[config.mk]
export PLATFORM = sky130hd
export DESIGN_NAME = ryc_csc
export DESIGN_NICKNAME = d
export VERILOG_FILES = /design/src/hw/rtl/ryc_pkg.sv /design/src/hw/rtl/ryc_csc.sv
export SDC_FILE = /design/constraint.sdc
export NUM_CORES = 1
export LEC_CHECK = 0
export BUFFER_PORTS_ARGS = -buffer_cell sky130_fd_sc_hd__buf_2
export CAP_MARGIN = 10
export CORE_MARGIN = 5
export CORE_UTILIZATION = 40
export CTS_CLUSTER_SIZE = 14
export DETAILED_ROUTE_END_ITERATION = 6
export SLEW_MARGIN = 20
export SYNTH_ARGS = -nofsm -noshare
export SYNTH_HDL_FRONTEND = slang
export SYNTH_SLANG_ARGS = --single-unit
[constraint.sdc]
create_clock -name clk -period 1 [get_ports clk]
set_input_delay 0.05 -clock clk [delete_from_list [all_inputs] [get_ports clk]]
set_output_delay 0.05 -clock clk [all_outputs]
set_load 0.05 [all_outputs]
[src/hw/rtl/ryc_pkg.sv]
`timescale 1ns / 1ps
// ----------------------------------------------------------------------------
// ryc_pkg
// Shared types and constants of the RGB to YCbCr 4:2:0 converter.
// ----------------------------------------------------------------------------
package ryc_pkg;

    localparam int MAX_WIDTH_DEF  = 2048;
    localparam int MAX_HEIGHT_DEF = 2048;

    localparam int CFG_DATA_W = 12;
    localparam int CFG_IDX_W  = 2;

    localparam logic [CFG_DATA_W-1:0] FRAME_WIDTH_RST  = 12'd640;
    localparam logic [CFG_DATA_W-1:0] FRAME_HEIGHT_RST = 12'd480;
    localparam logic [CFG_DATA_W-1:0] DIM_MIN          = 12'd2;

    typedef enum logic [CFG_IDX_W-1:0] {
        REG_FRAME_WIDTH  = 2'd0,
        REG_FRAME_HEIGHT = 2'd1
    } cfg_reg_t;

    // Color matrix, signed 18-bit coefficients with 16 fraction bits
    localparam logic signed [17:0] Y_B  = 18'sd6416;
    localparam logic signed [17:0] Y_G  = 18'sd33039;
    localparam logic signed [17:0] Y_R  = 18'sd16829;
    localparam logic signed [17:0] CB_B = 18'sd28784;
    localparam logic signed [17:0] CB_G = -18'sd19070;
    localparam logic signed [17:0] CB_R = -18'sd9714;
    localparam logic signed [17:0] CR_B = -18'sd4681;
    localparam logic signed [17:0] CR_G = -18'sd24103;
    localparam logic signed [17:0] CR_R = 18'sd28784;

    localparam logic signed [25:0] ACC_ROUND = 26'sd32768;
    localparam logic [7:0]         Y_OFFSET  = 8'd16;
    localparam logic [7:0]         C_OFFSET  = 8'd128;

    typedef struct packed {
        logic valid;
        logic col_odd;
        logic row_odd;
        logic last;
    } ryc_ctrl_t;

    typedef struct packed {
        logic [7:0] luma;
        logic [7:0] cb;
        logic [7:0] cr;
    } ryc_color_t;

endpackage

[src/hw/rtl/ryc_csc.sv]
`timescale 1ns / 1ps
// ----------------------------------------------------------------------------
// ryc_csc
// Color matrix stage: luma, Cb and Cr of one pixel into a pipeline register.
// ----------------------------------------------------------------------------
module ryc_csc #(
    parameter int ADDR_W = 10
) (
    input  logic                clk,
    input  logic                rst_n,
    input  logic                en,
    input  ryc_pkg::ryc_ctrl_t  ctrl,
    input  logic [ADDR_W-1:0]   slot,
    input  logic [7:0]          blue,
    input  logic [7:0]          green,
    input  logic [7:0]          red,
    output ryc_pkg::ryc_ctrl_t  ctrl_out,
    output logic [ADDR_W-1:0]   slot_out,
    output ryc_pkg::ryc_color_t color_out
);
    import ryc_pkg::*;

    logic signed [8:0]  b_s;
    logic signed [8:0]  g_s;
    logic signed [8:0]  r_s;
    logic signed [25:0] y_acc;
    logic signed [25:0] cb_acc;
    logic signed [25:0] cr_acc;
    ryc_color_t         color_next;
    ryc_ctrl_t          ctrl_reg;
    logic [ADDR_W-1:0]  slot_reg;
    ryc_color_t         color_reg;

    always_comb
    begin
        b_s    = $signed({1'b0, blue});
        g_s    = $signed({1'b0, green});
        r_s    = $signed({1'b0, red});
        y_acc  = ACC_ROUND + Y_B * b_s + Y_G * g_s + Y_R * r_s;
        cb_acc = ACC_ROUND + CB_B * b_s + CB_G * g_s + CB_R * r_s;
        cr_acc = ACC_ROUND + CR_B * b_s + CR_G * g_s + CR_R * r_s;
        // floor shift by 16, then offset, modulo 256
        color_next.luma = 8'(y_acc[25:16]) + Y_OFFSET;
        color_next.cb   = 8'(cb_acc[25:16]) + C_OFFSET;
        color_next.cr   = 8'(cr_acc[25:16]) + C_OFFSET;
    end

    always_ff @(posedge clk or negedge rst_n)
    begin
        if (!rst_n)
        begin
            ctrl_reg <= '0;
        end
        else if (en)
        begin
            ctrl_reg <= ctrl;
        end
    end

    always_ff @(posedge clk)
    begin
        if (en && ctrl.valid)
        begin
            slot_reg  <= slot;
            color_reg <= color_next;
        end
    end

    assign ctrl_out  = ctrl_reg;
    assign slot_out  = slot_reg;
    assign color_out = color_reg;

endmodule

==> key figures <==
Detailed routing
  – Wirelength, routed: 55100 um
  – Initial DRC Count: 637
  – Detailed Routing Iterations Pass 1: 5
  – Post-DRT Antenna Nets: 0
  – # DRC: 0
  – Number of vias per cell: 4.77
  – Wirelength per Cell: 18.8 um
  – DR vias: 14000

Setup path
  – Highest-delay cell along the critical path: fa_1
  – Worst setup path end: color_out[5]
  – Crit Path Category: in2reg
  – CP required: 1080 ps
  – Max stage delay on crit path: 590 ps
  – Reg2Reg Launch Point: ctrl_out[0]
  – CP Capture Type: register
  – Critical Path Source: red[7]
  – Worst reg-to-reg path cell count: 1
  – CP arrival: 6610 ps
  – Reg-to-reg critical path endpoint: ctrl_out[0]
  – Crit path top cell by count: ha_4
  – R2R setup slack: 240 ps
  – Worst-path maximum fanout: 3
  – Crit start category: input port

Yosys
  – Post-synthesis simple-gate area fraction: 0.0417
  – Synthesized flop and latch total: 38
  – Synthesized area per cell: 10.1 sq um
  – Ys flop type: edfxtp_1
  – Top post-synthesis cells by area: fa_1, ha_1, inv_1
  – Gate count of the mapped netlist: 1775
  – Most numerous cell in the Yosys netlist: inv_1
  – Asr flop ratio synth: 0.105
  – Combinational family with the most area after synthesis: adder cells
  – Netlist Area Pre-Place: 18000 sq um
  – Adder-cell share of the synthesized area: 0.657
  – Xor/xnor share of the synthesized area: 0.0557
  – Leading area contributor after synthesis: fa_1
  – Register area share after synthesis: 0.0622
  – Synthesized Nets: 2570
  – Post-synth top area share: 0.356
  – Synth Area in Compound Gates: 0.0708
  – Ys Warns: 0
  – Yosys cell types: 54
  – Number of synthesized flops with an enable pin: 34
  – Post-synthesis mux area share: 0.00431
  – Post-synth top cells: inv_1, ha_1, fa_1, xnor2_1, a21oi_1

Timing
  – Layout Skew: 0 ps
  – Final worst path period share: 6.53
  – Final setup fails: 24
  – Fin. Hold Viols: 0
  – RSZ-0062 raised after global routing: yes
  – Max Fclk: 153 MHz
  – Max-slew violation count: 0
  – Post-route minimum period: 6530 ps
  – Worst slew margin: 0.653
  – Measured slew at the worst slew-check pin: 516 ps
  – Setup ws final: -5530 ps

Floorplan
  – Die area: 49400 sq um
  – Row Count: 77
  – Ports: 79
  – Die W: 222 um
  – Core Box Area: 44400 sq um
  – Die Height: 222 um
  – Initial Util: 0.406

CTS
  – Clk_lat worst skew: 310 ps
  – Clk sink count: 38
  – CTS root buffer: clkbuf_16
  – Clk pin slew, worst setup/hold paths: 70 ps
  – Clk buf depth: 2
  – CTS buffer count: 5
  – CTS tree: yes
  – H-tree depth: 2

GRT
  – Pin count of the biggest net entering global routing: 20
  – Vias in the first global route: 15600
  – Met1 GRT Util: 0.303
  – GRT Util Overall: 0.227
  – Grt peak-use layer: met2
  – First-pass GRT wire length: 86500 um
  – Met3 Resource Use GR: 0.0370
  – GRT overflow: 0
  – Initial antenna violation count: 0
  – Met2 Usage GRT: 0.393

Place
  – Buffers on Ports: 78
  – Placed cells: 2867
  – Setup WS pre-CTS: -6140 ps
  – DPL Wire Length: 49700 um
  – Routability Congestion: 0.992

Flow run
  – Max Cap Viol: 0

Final layout
  – Area delta synth->final: 36.4%
  – Final net count: 3129
  – Final core occ: 0.553
  – Diode count: 0
  – Fin cells: 2927
  – Share of cells above drive strength 1: 0.331

Outcome
  – Failing checks: setup timing
  – Status: complete, but fails checks

Worst hold path
  – Worst Hold Class: in2async
-- metrics by stage --
step                      hold slack, ps  instance area (sq um)  setup TNS, ps
after global placement              -142                  22900        -127510
after floorplan                     -246                  18600        -109440
after global routing                50.5                  24600        -121410
after detailed placement            -141                  22900        -129140
final                               59.4                  24600        -116570
after CTS                           37.7                  24200        -116970
-- cells by family (layout without fill, tap and decap cells) --
kind of cell             Yosys count  after routing
AND/OR/NAND/NOR                  148            148
multiplexers                       7              7
buffers and inverters            519           1079
flip-flops                        38             38
XOR/XNOR                         113            113
AO/OA/AOI/OAI                    196            196
adder cells (fa/ha/maj)          754            754
-- critical path, delay by kind of cell --
kind / cells / cell delay [ps]
adder cells (fa/ha/maj): 11 / 4090
AO/OA/AOI/OAI: 8 / 1250
XOR/XNOR: 2 / 290
buffers and inverters: 3 / 190
AND/OR/NAND/NOR: 6 / 760
-- per-layer routing --
metal	routed length, um	share of wire	vias up
li1	-	-	6711
met1	24300	0.44	6913
met2	26800	0.49	299
met3	2780	0.050	50
met4	1260	0.023	0
met5	0	0	-
-- layout by cell type (no fill, tap or decap), types with 5 or more instances in the layout --
master / count
buf_12: 6
nand3_1: 9
nand2_1: 25
ha_4: 57
xor2_2: 5
buf_8: 5
fa_2: 18
a21o_1: 31
dlygate4sd3_1: 15
o21ai_0: 12
and2_1: 5
ha_1: 372
o21ai_2: 6
xnor2_1: 69
xor2_1: 25
o21a_1: 12
buf_2: 54
buf_6: 30
nand4_1: 7
clkbuf_16: 5
a21oi_1: 43
inv_2: 33
inv_1: 480
o21ai_1: 10
ha_2: 5
o21bai_1: 13
nor2_1: 33
a21oi_2: 21
nand2b_1: 9
fa_1: 302
xnor2_2: 13
mux2_2: 6
buf_4: 447
o211ai_1: 5
nor3_1: 11
edfxtp_1: 34
-- sequential cells by signal (all words and copies together), names as in the netlist --
name and flops:
color_out 24, ctrl_out 4, slot_out 10
-- worst min path at each step --
stage                        to
floorplan           ctrl_out[0]
global placement    ctrl_out[3]
detailed placement  ctrl_out[3]
CTS                 ctrl_out[3]
global route        ctrl_out[3]
finish              ctrl_out[3]
-- cell type report --
cell class / instances / area [sq um]
Timing Repair Buffer: 557 / 4310
Fill cell: 3893 / 19800
Multi-Input combinational cell: 1218 / 16300
Tap cell: 592 / 741
Clock inverter: 3 / 45.0
Inverter: 514 / 1930
Clock buffer: 5 / 125
Sequential cell: 38 / 1120
-- timing repair --
item                                    in CTS  in global routing
pin swaps                                  158                 80
setup buffers                               29                 14
endpoints found under the setup margin      32                 29
hold buffers                                15                  0
resized for setup                          148                 78
hold endpoints to repair                    18                  0
Power is left out: the tool's default activity adds up to more than one toggle a clock period on the data nets, which glitch-free logic cannot reach.
